===== src/design/sdiocf_pkg.sv =====
// Shared constants for the SDIO I/O command formatter.
`timescale 1ns / 1ps

package sdiocf_pkg;

    // Default sizing
    localparam int DEF_FUNCTION_COUNT     = 8;
    localparam int DEF_MAX_TRANSFER_BYTES = 512;

    // Field widths fixed by the request format
    localparam int FN_BITS   = 3;
    localparam int ADDR_BITS = 17;
    localparam int LEN_BITS  = 10;
    localparam int BSC_BITS  = 26;

    // Command indexes
    localparam logic [7:0] CMD_IO_RW_DIRECT   = 8'd52;
    localparam logic [7:0] CMD_IO_RW_EXTENDED = 8'd53;

    // Command word flags
    localparam logic [31:0] RESP_48            = 32'h0002_0000;
    localparam logic [31:0] CRC_CHECK          = 32'h0008_0000;
    localparam logic [31:0] INDEX_CHECK        = 32'h0010_0000;
    localparam logic [31:0] HAS_DATA           = 32'h0020_0000;
    localparam logic [31:0] BLOCK_COUNT_ENABLE = 32'h0000_0002;
    localparam logic [31:0] DIR_READ           = 32'h0000_0010;
    localparam logic [31:0] MULTI_BLOCK        = 32'h0000_0020;

    // FBR block-size byte offsets inside each function's 256-byte window
    localparam logic [7:0] FBR_SIZE_LO = 8'h10;
    localparam logic [7:0] FBR_SIZE_HI = 8'h11;

    // Request operation codes
    localparam logic OP_DIRECT   = 1'b0;
    localparam logic OP_EXTENDED = 1'b1;

    // Error codes
    localparam logic ERR_NONE    = 1'b0;
    localparam logic ERR_INVALID = 1'b1;

endpackage


===== src/design/sdio_io_command_formatter.sv =====
// SDIO CMD52/CMD53 command, argument and block word formatter with block-size shadow.
`timescale 1ns / 1ps

// Channel  Direction  Handshake            Payload
// -------  ---------  -------------------  ------------------------------------------------
// in       sink       in_valid / in_stall  operation, write_access, function_number,
//                                          register_address, write_byte, byte_length,
//                                          addr_increment
// out      source     out_valid/out_stall  error_code, command_word, argument_word,
//                                          block_size_count
//
// Timing: a CMD52 or a rejected request is formed in the accept cycle, so its beat
//   shows in the cycle after accept. A CMD53 whose shadowed block size is zero or larger
//   than the length also finishes at once. Otherwise a restoring divider takes one quotient
//   bit per cycle in S_DIVIDE, then S_FINISH forms the words and S_HOLD shows the beat.
// One item at a time: in_stall is high from accept until the result beat is taken.
// Reset clears the block-size shadow of every function and empties the pipeline.
// out_stall holds the result registers unchanged until the beat is taken.

module sdio_io_command_formatter #(
    parameter int FUNCTION_COUNT     = sdiocf_pkg::DEF_FUNCTION_COUNT,
    parameter int MAX_TRANSFER_BYTES = sdiocf_pkg::DEF_MAX_TRANSFER_BYTES
) (
    input  logic                                 clk,
    input  logic                                 rst_n,
    input  logic                                 in_valid,
    output logic                                 in_stall,
    input  logic                                 operation,
    input  logic                                 write_access,
    input  logic [sdiocf_pkg::FN_BITS-1:0]       function_number,
    input  logic [sdiocf_pkg::ADDR_BITS-1:0]     register_address,
    input  logic [7:0]                           write_byte,
    input  logic [sdiocf_pkg::LEN_BITS-1:0]      byte_length,
    input  logic                                 addr_increment,
    output logic                                 out_valid,
    input  logic                                 out_stall,
    output logic                                 error_code,
    output logic [31:0]                          command_word,
    output logic [31:0]                          argument_word,
    output logic [sdiocf_pkg::BSC_BITS-1:0]      block_size_count
);

    import sdiocf_pkg::*;

    // Shadow index width; at least one bit even for a single function
    localparam int IDX_W = (FUNCTION_COUNT > 1) ? $clog2(FUNCTION_COUNT) : 1;
    localparam logic [31:0] FN_LIMIT = 32'(FUNCTION_COUNT);
    localparam logic [LEN_BITS-1:0] MAX_LEN = LEN_BITS'(MAX_TRANSFER_BYTES);
    localparam logic [3:0] LAST_STEP = 4'(LEN_BITS - 1);

    typedef enum logic [1:0] {
        S_IDLE,
        S_DIVIDE,
        S_FINISH,
        S_HOLD
    } state_t;

    typedef struct packed {
        logic [31:0]         cmd;
        logic [31:0]         arg;
        logic [BSC_BITS-1:0] bsc;
    } words_t;

    // Build the CMD53 words; in byte mode bsize carries the length and bcount is one
    function automatic words_t ext_words(
        input logic                 wr,
        input logic [FN_BITS-1:0]   fn,
        input logic [ADDR_BITS-1:0] addr,
        input logic                 inc,
        input logic                 blk,
        input logic [LEN_BITS-1:0]  bcount,
        input logic [LEN_BITS-1:0]  bsize
    );
        words_t w;
        logic [8:0] cnt9;
        cnt9  = blk ? bcount[8:0] : bsize[8:0];
        w.cmd = {CMD_IO_RW_EXTENDED, 24'd0} | RESP_48 | CRC_CHECK | INDEX_CHECK
                | HAS_DATA | BLOCK_COUNT_ENABLE
                | (wr ? 32'd0 : DIR_READ)
                | ((bcount > LEN_BITS'(1)) ? MULTI_BLOCK : 32'd0);
        w.arg = {wr, fn, blk, inc, addr, cnt9};
        w.bsc = {bcount, 6'd0, bsize};
        return w;
    endfunction

    state_t                state_reg, state_next;
    logic [15:0]           shadow_reg [FUNCTION_COUNT];
    logic [15:0]           shadow_next [FUNCTION_COUNT];

    // Latched CMD53 request
    logic                  wr_reg, wr_next;
    logic [FN_BITS-1:0]    fn_reg, fn_next;
    logic [ADDR_BITS-1:0]  addr_reg, addr_next;
    logic                  inc_reg, inc_next;
    logic [LEN_BITS-1:0]   len_reg, len_next;

    // Divider registers
    logic [LEN_BITS-1:0]   dvs_reg, dvs_next;
    logic [LEN_BITS-1:0]   dvd_reg, dvd_next;
    logic [LEN_BITS-1:0]   rem_reg, rem_next;
    logic [LEN_BITS-1:0]   quo_reg, quo_next;
    logic [3:0]            step_reg, step_next;

    // Result registers
    logic                  out_valid_reg, out_valid_next;
    logic                  err_reg, err_next;
    logic [31:0]           cmd_reg, cmd_next;
    logic [31:0]           arg_reg, arg_next;
    logic [BSC_BITS-1:0]   bsc_reg, bsc_next;

    logic                  accept;
    logic                  fn_in_range;
    logic                  target_ok;
    logic [IDX_W-1:0]      fn_idx;
    logic [IDX_W-1:0]      target_idx;
    logic [15:0]           cur_size;
    logic                  ext_bad;
    logic                  size_fits;
    logic [LEN_BITS:0]     r_shift;
    logic [LEN_BITS:0]     r_diff;
    logic                  r_ge;
    logic                  fin_blk;
    words_t                byte_words;
    words_t                fin_words;

    assign accept      = in_valid && !in_stall;
    assign fn_in_range = ({29'd0, function_number} < FN_LIMIT);
    assign fn_idx      = IDX_W'(function_number);
    assign target_idx  = IDX_W'(register_address[ADDR_BITS-1:8]);
    assign target_ok   = (register_address[ADDR_BITS-1:8] != '0)
                         && ({23'd0, register_address[ADDR_BITS-1:8]} < FN_LIMIT);
    assign cur_size    = shadow_reg[fn_idx];
    assign ext_bad     = (function_number == '0) || !fn_in_range
                         || (byte_length == '0) || (byte_length > MAX_LEN);
    // Block mode is only possible when the shadowed size is nonzero and within the length
    assign size_fits   = (cur_size != 16'd0) && (cur_size <= {6'd0, byte_length});

    // One restoring-division step: bring down the next dividend bit, try a subtract
    assign r_shift = {rem_reg, dvd_reg[LEN_BITS-1]};
    assign r_diff  = r_shift - {1'b0, dvs_reg};
    assign r_ge    = (r_shift >= {1'b0, dvs_reg});

    assign fin_blk    = (rem_reg == '0);
    assign byte_words = ext_words(write_access, function_number, register_address,
                                  addr_increment, 1'b0, LEN_BITS'(1), byte_length);
    assign fin_words  = ext_words(wr_reg, fn_reg, addr_reg, inc_reg, fin_blk,
                                  fin_blk ? quo_reg : LEN_BITS'(1),
                                  fin_blk ? dvs_reg : len_reg);

    always_comb
    begin
        state_next     = state_reg;
        shadow_next    = shadow_reg;
        wr_next        = wr_reg;
        fn_next        = fn_reg;
        addr_next      = addr_reg;
        inc_next       = inc_reg;
        len_next       = len_reg;
        dvs_next       = dvs_reg;
        dvd_next       = dvd_reg;
        rem_next       = rem_reg;
        quo_next       = quo_reg;
        step_next      = step_reg;
        out_valid_next = out_valid_reg;
        err_next       = err_reg;
        cmd_next       = cmd_reg;
        arg_next       = arg_reg;
        bsc_next       = bsc_reg;

        case (state_reg)
            S_IDLE:
            begin
                if (accept)
                begin
                    // Default to a rejected request; overwrite below when it forms
                    err_next       = ERR_INVALID;
                    cmd_next       = '0;
                    arg_next       = '0;
                    bsc_next       = '0;
                    out_valid_next = 1'b1;
                    state_next     = S_HOLD;
                    if (operation == OP_DIRECT)
                    begin
                        if (fn_in_range)
                        begin
                            err_next = ERR_NONE;
                            cmd_next = {CMD_IO_RW_DIRECT, 24'd0} | RESP_48 | CRC_CHECK
                                       | INDEX_CHECK;
                            arg_next = {write_access, function_number, 2'b00,
                                        register_address, 1'b0, write_byte};
                            // Learn FBR block-size bytes as the write is issued
                            if (write_access && function_number == '0 && target_ok)
                            begin
                                if (register_address[7:0] == FBR_SIZE_LO)
                                    shadow_next[target_idx][7:0] = write_byte;
                                else if (register_address[7:0] == FBR_SIZE_HI)
                                    shadow_next[target_idx][15:8] = write_byte;
                            end
                        end
                    end
                    else if (!ext_bad)
                    begin
                        if (size_fits)
                        begin
                            // Divide length by the shadowed size
                            out_valid_next = 1'b0;
                            state_next     = S_DIVIDE;
                            wr_next        = write_access;
                            fn_next        = function_number;
                            addr_next      = register_address;
                            inc_next       = addr_increment;
                            len_next       = byte_length;
                            dvs_next       = cur_size[LEN_BITS-1:0];
                            dvd_next       = byte_length;
                            rem_next       = '0;
                            quo_next       = '0;
                            step_next      = '0;
                        end
                        else
                        begin
                            err_next = ERR_NONE;
                            cmd_next = byte_words.cmd;
                            arg_next = byte_words.arg;
                            bsc_next = byte_words.bsc;
                        end
                    end
                end
            end

            S_DIVIDE:
            begin
                rem_next  = r_ge ? r_diff[LEN_BITS-1:0] : r_shift[LEN_BITS-1:0];
                quo_next  = {quo_reg[LEN_BITS-2:0], r_ge};
                dvd_next  = {dvd_reg[LEN_BITS-2:0], 1'b0};
                step_next = step_reg + 4'd1;
                if (step_reg == LAST_STEP)
                    state_next = S_FINISH;
            end

            S_FINISH:
            begin
                err_next       = ERR_NONE;
                cmd_next       = fin_words.cmd;
                arg_next       = fin_words.arg;
                bsc_next       = fin_words.bsc;
                out_valid_next = 1'b1;
                state_next     = S_HOLD;
            end

            S_HOLD:
            begin
                // Drop the beat once taken
                if (!out_stall)
                begin
                    out_valid_next = 1'b0;
                    state_next     = S_IDLE;
                end
            end

            default:
            begin
                state_next     = S_IDLE;
                out_valid_next = 1'b0;
            end
        endcase
    end

    always_ff @(posedge clk or negedge rst_n)
    begin
        if (!rst_n)
        begin
            state_reg     <= S_IDLE;
            out_valid_reg <= 1'b0;
            step_reg      <= '0;
            for (int i = 0; i < FUNCTION_COUNT; i++)
                shadow_reg[i] <= '0;
        end
        else
        begin
            state_reg     <= state_next;
            out_valid_reg <= out_valid_next;
            step_reg      <= step_next;
            shadow_reg    <= shadow_next;
        end
    end

    // Payload registers carry no reset
    always_ff @(posedge clk)
    begin
        wr_reg   <= wr_next;
        fn_reg   <= fn_next;
        addr_reg <= addr_next;
        inc_reg  <= inc_next;
        len_reg  <= len_next;
        dvs_reg  <= dvs_next;
        dvd_reg  <= dvd_next;
        rem_reg  <= rem_next;
        quo_reg  <= quo_next;
        err_reg  <= err_next;
        cmd_reg  <= cmd_next;
        arg_reg  <= arg_next;
        bsc_reg  <= bsc_next;
    end

    assign in_stall         = (state_reg != S_IDLE);
    assign out_valid        = out_valid_reg;
    assign error_code       = err_reg;
    assign command_word     = cmd_reg;
    assign argument_word    = arg_reg;
    assign block_size_count = bsc_reg;

    // An accepted beat always blocks the input on the next cycle
    a_busy_after_accept: assert property (@(posedge clk) disable iff (!rst_n)
        (in_valid && !in_stall) |=> in_stall)
        else $error("input not stalled after accept");

    // No new request while a result is pending
    a_single_item: assert property (@(posedge clk) disable iff (!rst_n)
        out_valid |-> in_stall)
        else $error("input open while result pending");

    // A rejected request carries all-zero words
    a_error_zero: assert property (@(posedge clk) disable iff (!rst_n)
        (out_valid && error_code == ERR_INVALID) |->
        (command_word == '0 && argument_word == '0 && block_size_count == '0))
        else $error("error result carries nonzero words");

    // A direct access has no block word
    a_direct_no_block: assert property (@(posedge clk) disable iff (!rst_n)
        (out_valid && error_code == ERR_NONE && command_word[31:24] == CMD_IO_RW_DIRECT)
        |-> (block_size_count == '0))
        else $error("CMD52 result with block word");

    // The divider only runs while the output is empty
    a_divide_quiet: assert property (@(posedge clk) disable iff (!rst_n)
        (state_reg == S_DIVIDE || state_reg == S_FINISH) |-> !out_valid)
        else $error("result shown during divide");

endmodule


===== config.mk =====
export PLATFORM = sky130hd
export DESIGN_NAME = sdio_io_command_formatter
export DESIGN_NICKNAME = d
export VERILOG_FILES = /design/src/design/sdiocf_pkg.sv /design/src/design/sdio_io_command_formatter.sv
export SDC_FILE = /design/constraint.sdc
export NUM_CORES = 1
export LEC_CHECK = 0
export ABC_AREA = 0
export BUFFER_PORTS_ARGS = -buffer_cell sky130_fd_sc_hd__buf_4
export CAP_MARGIN = 5
export CORE_AREA = 2 2 189 191
export DETAILED_ROUTE_END_ITERATION = 8
export DIE_AREA = 0 0 191 193
export HOLD_SLACK_MARGIN = 0.03
export PLACE_DENSITY = 0.55
export SLEW_MARGIN = 20
export SYNTH_ARGS = -nofsm -noshare
export SYNTH_HDL_FRONTEND = slang
export SYNTH_SLANG_ARGS = --single-unit
export TNS_END_PERCENT = 10

===== constraint.sdc =====
create_clock -name clk -period 6.6 [get_ports clk]
set_input_delay 0.66 -clock clk [delete_from_list [all_inputs] [get_ports clk]]
set_output_delay 0.66 -clock clk [all_outputs]
set_load 0.03 [all_outputs]

==> results of run 1 <==
[synth_stat cells, drive strengths merged (2+ instances only)]
library cell  instances
a221o                 2
nor3b                 5
o21ai                39
mux2i                32
nand3b                9
mux2                122
and2b                 2
a21boi                7
buf                  50
o211a                 3
nand4b                2
o31ai                 4
xnor2                 6
nor2                 56
a21oi                21
nor4                 19
or4                   5
a311oi                2
nand3                14
nor3                 17
o32ai                 2
inv                  32
a21o                  4
dfrtp               135
o21a                  4
a31oi                 2
clkbuf               39
nor2b                12
nand4                 8
nand2                48
a211oi                6
mux4                 19
o41ai                 2
nand2b                4
edfxtp              129
and2                 21
o211ai                7
ha                   26
[final cells by class]
cell class / instances / share of cell area, %
Clock buffer: 40 / 5.94
Sequential cell: 264 / 50.1
Inverter: 33 / 0.856
Multi-Input combinational cell: 573 / 32.0
Clock inverter: 16 / 0.969
Tap cell: 461 / 3.99
Timing Repair Buffer: 117 / 6.10
[logic make-up after synthesis]
| kind of cell | after synthesis |
|---|---|
| compound gates | 112 |
| simple gates | 228 |
| fa+ha+maj | 27 |
| other cells | 1 |
| buf+inv | 122 |
| flops | 264 |
| xor+xnor | 6 |
| mux | 173 |
[final timing paths]
kind | slack [ns] | endpoint
setup reg to reg | 2.58 | len_reg[2]
hold reg to reg | 0.37 | shadow_reg[127]
max in group asynchronous | 5.20 | step_reg[1]
min in group clk | 0.30 | inc_reg
hold / removal | 0.14 | shadow_reg[13]
setup / recovery | 2.25 | len_reg[2]
[worst max-delay path: cells and delay by family]
kind,cells,cell delay (ns)
simple gates,4,1.67
buf+inv,1,0.47
mux,2,0.87
fa+ha+maj,1,0.29
compound gates,3,0.46
[cells in the final DEF, fill, tap and decap left out, types with 5 or more instances in the layout]
master,instances
a211oi_1,6
a21boi_0,7
a21oi_1,21
and2_1,21
buf_4,116
clkbuf_16,31
clkbuf_8,5
clkinv_2,8
conb_1,27
dfrtp_1,135
edfxtp_1,129
ha_1,25
inv_1,32
mux2_2,121
mux2i_1,32
mux4_2,19
nand2_1,43
nand2_2,5
nand3_1,10
nand3b_1,9
nand4_1,8
nor2_1,55
nor2b_1,12
nor3_1,16
nor4_1,16
o211ai_1,7
o21ai_0,38
or4_1,5
xnor2_1,6
[per-layer routing]
layer | vias to the layer above | GRT usage [%] | wire length, um
met1 | 3712 | 21.8 | 13300
met2 | 165 | 24.4 | 12900
li1 | 3543 | - | -
met3 | 50 | 1.95 | 887
met5 | - | 0 | 0
met4 | 0 | 4.77 | 761
[power by group]
part / switching, mW / leakage [nW] / internal [mW]
Combinational: 1.04 / 2.72 / 0.535
Sequential: 0.125 / 3.10 / 2.13
Clock: 0.664 / 0.495 / 0.991
Total: 1.83 / 6.32 / 3.65
==> reports/results.tsv, run 1 <==
stage	metric	value	unit
sta	slew at the pin with the worst max-slew slack	1.05	ns
die	die height	193	um
power_and_ir_drop	maximum VDD drop	0.211	mV
synth	Synth area leaders	edfxtp_1 (31%), dfrtp_1 (27%), mux2_2 (11%)	
synth	Synth Area in Simple Gates	10.3	%
worst_setup_path	critical path type	in -> reg	
global_routing	GRT Total Usage	15.3	%
sta	RSZ-0062 raised after global routing	no	
synth	Post-Synth Adder-Cell Area	2.79	%
worst_setup_path	CP max FO	44	
power_and_ir_drop	Tot Pwr	5.48	mW
power_and_ir_drop	static leakage	6.32	nW
sta	final setup fails	0	
die	IO Count	138	
sta	Slew HR	30.2	%
drt	# DRC	0	
finish	max reg flops	128	
worst_setup_path	Critical path origin	function_number[0]	
cts	Worst-Skew Late Latency	0.56	ns
finish	diode count	0	
synth	Post-synth EDFFs	129	
synth	Compound-Gate Fraction of Synth Area	5.77	%
finish	post-layout util	41.4	%
outcome	run status	finished clean	
placed_design	hpwl dp	19500	um
placed_design	pre-CTS setup slack	1.62	ns
finish	Post-Layout Cell Count	1504	
drt	antenna viol nets, final	0	
worst_setup_path	Crit Reg-Reg Startpoint	shadow_reg[5]	
worst_setup_path	critical path startpoint category	primary input	
cts	clock root cell	clkbuf_16	
global_routing	vias in the first global route	7567	
worst_setup_path	R2R cell count	10	
drt	drt total wl	27800	um
synth	syn avg cell area	13.3	um^2
sta	min cycle time layout	4.35	ns
synth	Mapped Area	12400	um^2
drt	Pre-antenna DRT Iters	4	
sta	Fmax	230	MHz
sta	final setup TNS	0	ns
finish	# fillers	3274	
synth	largest family of logic cells by synthesized area	multiplexers	
global_routing	largest net degree at the start of global routing	75	
global_routing	grt ovf	0	
synth	Synth warnings	0	
synth	post-synthesis sequential area ratio	58.6	%
worst_setup_path	most frequent CP cell	a211oi_1	
worst_setup_path	CP Capture Type	flip-flop	
die	Die Width	191	um
cts	CTS resizes	0	
drt	DR vias	7470	
sta	Clock Skew	0.0186	ns
finish	Multi-input gate area	4630	um^2
finish	Layout Nets	1091	
placed_design	Post-Place Cell Area	13500	um^2
die	# rows	69	
cts	Num CTS Buffers	30	
synth	Post-Synth XOR/XNOR Area	0.425	%
finish	Post-Layout Inst Area	14500	um^2
cts	Clock Pin Slew Worst Setup and Hold Paths	0.06	ns
sta	Hold Violations, Final	0	
worst_setup_path	Critical Path RT	6.77	ns
sta	Slew Limit Fails	0	
finish	share of cells above drive strength 1	31.5	%
global_routing	first-pass GRT wire length	43900	um
synth	Async S/R FF share, synth	51.1	%
finish	FF+latch area	7250	um^2
power_and_ir_drop	pwr dens	379	nW/um^2
cts	postcts setup bufs	0	
worst_setup_path	slowest CP cell	and3_2	
die	CORE AREA	35000	um^2
worst_setup_path	Data arrival, critical path	4.52	ns
worst_hold_path	worst min path class	in -> async	
worst_setup_path	Slowest Stage Delay on Critical Path	0.88	ns
placed_design	gp weighted congestion	0.794	
finish	area grow syn2layout	16.9	%
cts	CTS sink cnt	264	
cts	htree depth	1	
synth	Synth Instances	933	
synth	top cell type's share of synthesized area	31.3	%
run	Max-cap violations	0	
synth	Synth Register Bits	264	
synth	mux cell area share after synthesis	17.2	%
synth	post-synth cell types	65	
synth	prevailing post-synth register cell	dfrtp_1	
cts	CTS tree	yes	
worst_setup_path	cells along the critical path	buf_4 -> mux4_2 -> mux2_2 -> ha_1 -> a211oi_1 -> o21ai_0 -> nor2_1 -> a211oi_1 -> nor4_4 -> and4_1 -> and3_2	
global_routing	antenna violations before repair	0	
synth	Yosys top cell by area	edfxtp_1	
cts	hold_buf cts	0	
sta	ratio of final minimum period to clock period	65.9	%
sta	hold slack	0.141	ns
sta	Worst Setup Slack, final	2.25	ns
die	Die ar.	36900	um^2
placed_design	placed cells	1448	
cts	Clock Path Buffers	3	
drt	1st-iter DRT viols	371	
placed_design	number of port buffers	110	
drt	Vias per Instance	4.97	
drt	WL per Instance	18.5	um
die	initial core utilization	35.4	%
No activity file was read; power rests on OpenSTA's default activity.
==> inputs of run 2 (changes only) <==
Clock period 6.6 ns to 4.1 ns, I/O delays scaled along.
==> reports/results.tsv, run 2 (same netlist as run 1, synthesis figures left out) <==
stage	metric	value	unit	change
finish	area grow syn2layout	17.8	%	
die	# rows	69		unchanged
cts	CTS sink cnt	264		unchanged
sta	Slew Limit Fails	0		unchanged
cts	Clock Path Buffers	3		unchanged
die	initial core utilization	35.4	%	unchanged
finish	most frequent cells in the layout	dfrtp_1 (135), edfxtp_1 (129), buf_4 (124)		
sta	Clock Skew	0.0228	ns	+0.00422 ns
drt	DR vias	7576		+1.4%
worst_hold_path	worst min path class	in -> reg		
finish	FF+latch area	7250	um^2	unchanged
worst_setup_path	cells along the critical path	buf_4 -> buf_4 -> mux4_2 -> mux2_2 -> ha_1 -> nand4_1 -> o32ai_1 -> a211oi_1 -> nor4_4 -> and4_1 -> and3_4 -> buf_12		
drt	antenna viol nets, final	0		unchanged
worst_setup_path	Data arrival, critical path	3.77	ns	-0.75 ns
sta	hold slack	0.0541	ns	-0.0873 ns
placed_design	Post-Place Cell Area	13600	um^2	+1.1%
global_routing	largest net degree at the start of global routing	74		-1.3%
drt	drt total wl	28400	um	+2.3%
cts	hold_buf cts	1		+1
worst_setup_path	most frequent CP cell	buf_4		
cts	clock root cell	clkbuf_16		
finish	Layout Nets	1103		+1.1%
worst_setup_path	CP max FO	24		-45%
drt	Pre-antenna DRT Iters	5		+1
sta	final setup fails	0		unchanged
sta	RSZ-0062 raised after global routing	no		
global_routing	GRT Total Usage	15.6	%	+0.25 points
power_and_ir_drop	pwr dens	603	nW/um^2	+59%
run	Max-cap violations	0		unchanged
die	Die ar.	36900	um^2	unchanged
cts	Worst-Skew Late Latency	0.55	ns	about the same
worst_setup_path	critical path type	in -> reg		
sta	slew at the pin with the worst max-slew slack	0.842	ns	-0.205 ns
finish	Post-Layout Inst Area	14600	um^2	+0.73%
worst_setup_path	Slowest Stage Delay on Critical Path	0.52	ns	-0.36 ns
cts	htree depth	1		unchanged
drt	Vias per Instance	5.00		+0.75%
placed_design	gp weighted congestion	0.797		+0.35%
finish	diode count	0		unchanged
sta	Fmax	283	MHz	
drt	WL per Instance	18.8	um	+1.6%
global_routing	grt ovf	0		unchanged
global_routing	vias in the first global route	7516		-0.67%
placed_design	hpwl dp	19600	um	+0.60%
cts	postcts setup bufs	0		unchanged
finish	# fillers	3258		-0.49%
die	IO Count	138		unchanged
sta	ratio of final minimum period to clock period	86.2	%	
drt	1st-iter DRT viols	542		+46%
cts	Num CTS Buffers	29		-3.3%
global_routing	first-pass GRT wire length	44700	um	+1.8%
worst_setup_path	CP Capture Type	flip-flop		
worst_setup_path	worst path buffer plus inverter count	3		+2
die	die height	193	um	unchanged
die	CORE AREA	35000	um^2	unchanged
power_and_ir_drop	maximum VDD drop	0.404	mV	+91%
worst_setup_path	critical path startpoint category	primary input		
global_routing	antenna violations before repair	0		unchanged
finish	share of cells above drive strength 1	31.9	%	+0.37 points
worst_setup_path	Critical Path RT	4.33	ns	-2.44 ns
drt	# DRC	0		unchanged
finish	max reg flops	128		unchanged
placed_design	number of port buffers	110		unchanged
worst_setup_path	delay-heaviest family, CP	simple AND/OR/NAND/NOR gates		
sta	Slew HR	43.6	%	+13 points
cts	CTS resizes	0		unchanged
power_and_ir_drop	static leakage	6.36	nW	+0.64%
cts	CTS tree	yes		
finish	Multi-input gate area	4640	um^2	+0.16%
sta	min cycle time layout	3.54	ns	
finish	most common cell after layout, fill and taps aside	dfrtp_1		
die	Die Width	191	um	unchanged
outcome	run status	finished clean		
cts	Clock Pin Slew Worst Setup and Hold Paths	0.06	ns	about the same
worst_setup_path	slowest CP cell	mux4_2		
sta	Hold Violations, Final	0		unchanged
## run 2: power breakdown
group | switching [mW] | internal, mW | leakage (nW)
clock network | 1.03 | 1.53 | 0.466
registers | 0.210 | 3.42 | 3.10
logic | 1.70 | 0.899 | 2.79
## run 2: metal layers
metal  share of wire (%)  vias to the layer above  GRT usage, %
li1                    -                     3556             -
met1                  46                     3818          21.3
met2                  48                      163          26.1
met3                 3.9                       39          2.26
met4                 2.1                        0          3.76
met5                   0                        -             0
## run 2: worst paths after layout
check                                          start               to  slack (ns)  depth (start not counted)
worst max register to register        shadow_reg[87]      addr_reg[9]        0.62                         10
worst min register to register       shadow_reg[124]  shadow_reg[124]        0.37                          0
worst min-delay path            register_address[15]     addr_reg[15]        0.05                          1
worst max-delay path              function_number[0]      addr_reg[9]        0.56                         12
min in group asynchronous                      rst_n   shadow_reg[46]        0.47                          2
max in group asynchronous                      rst_n   shadow_reg[70]        2.65                          3
## run 2: final cells by class
type / count / share of cell area (%)
clock buffers: 47 / 6.07
clock inverters: 6 / 0.404
inverters: 33 / 0.876
multi-input cells: 573 / 31.8
flip-flops and latches: 264 / 49.8
well taps: 461 / 3.96
repair buffers: 130 / 7.09
## run 2: through the flow
stage	setup TNS, ns	total power [mW]	setup slack [ns]	util (%)	std cells
final	0	8.79	0.565	41.7	1514
after global routing	0	9.23	0.380	41.7	1514
after CTS	0	8.90	0.587	41.7	1514
after detailed placement	0	6.32	0.0247	38.9	1460
after global placement	0	6.29	0.0799	38.9	1460
after floorplan	-0.296	5.40	-0.00705	-	959
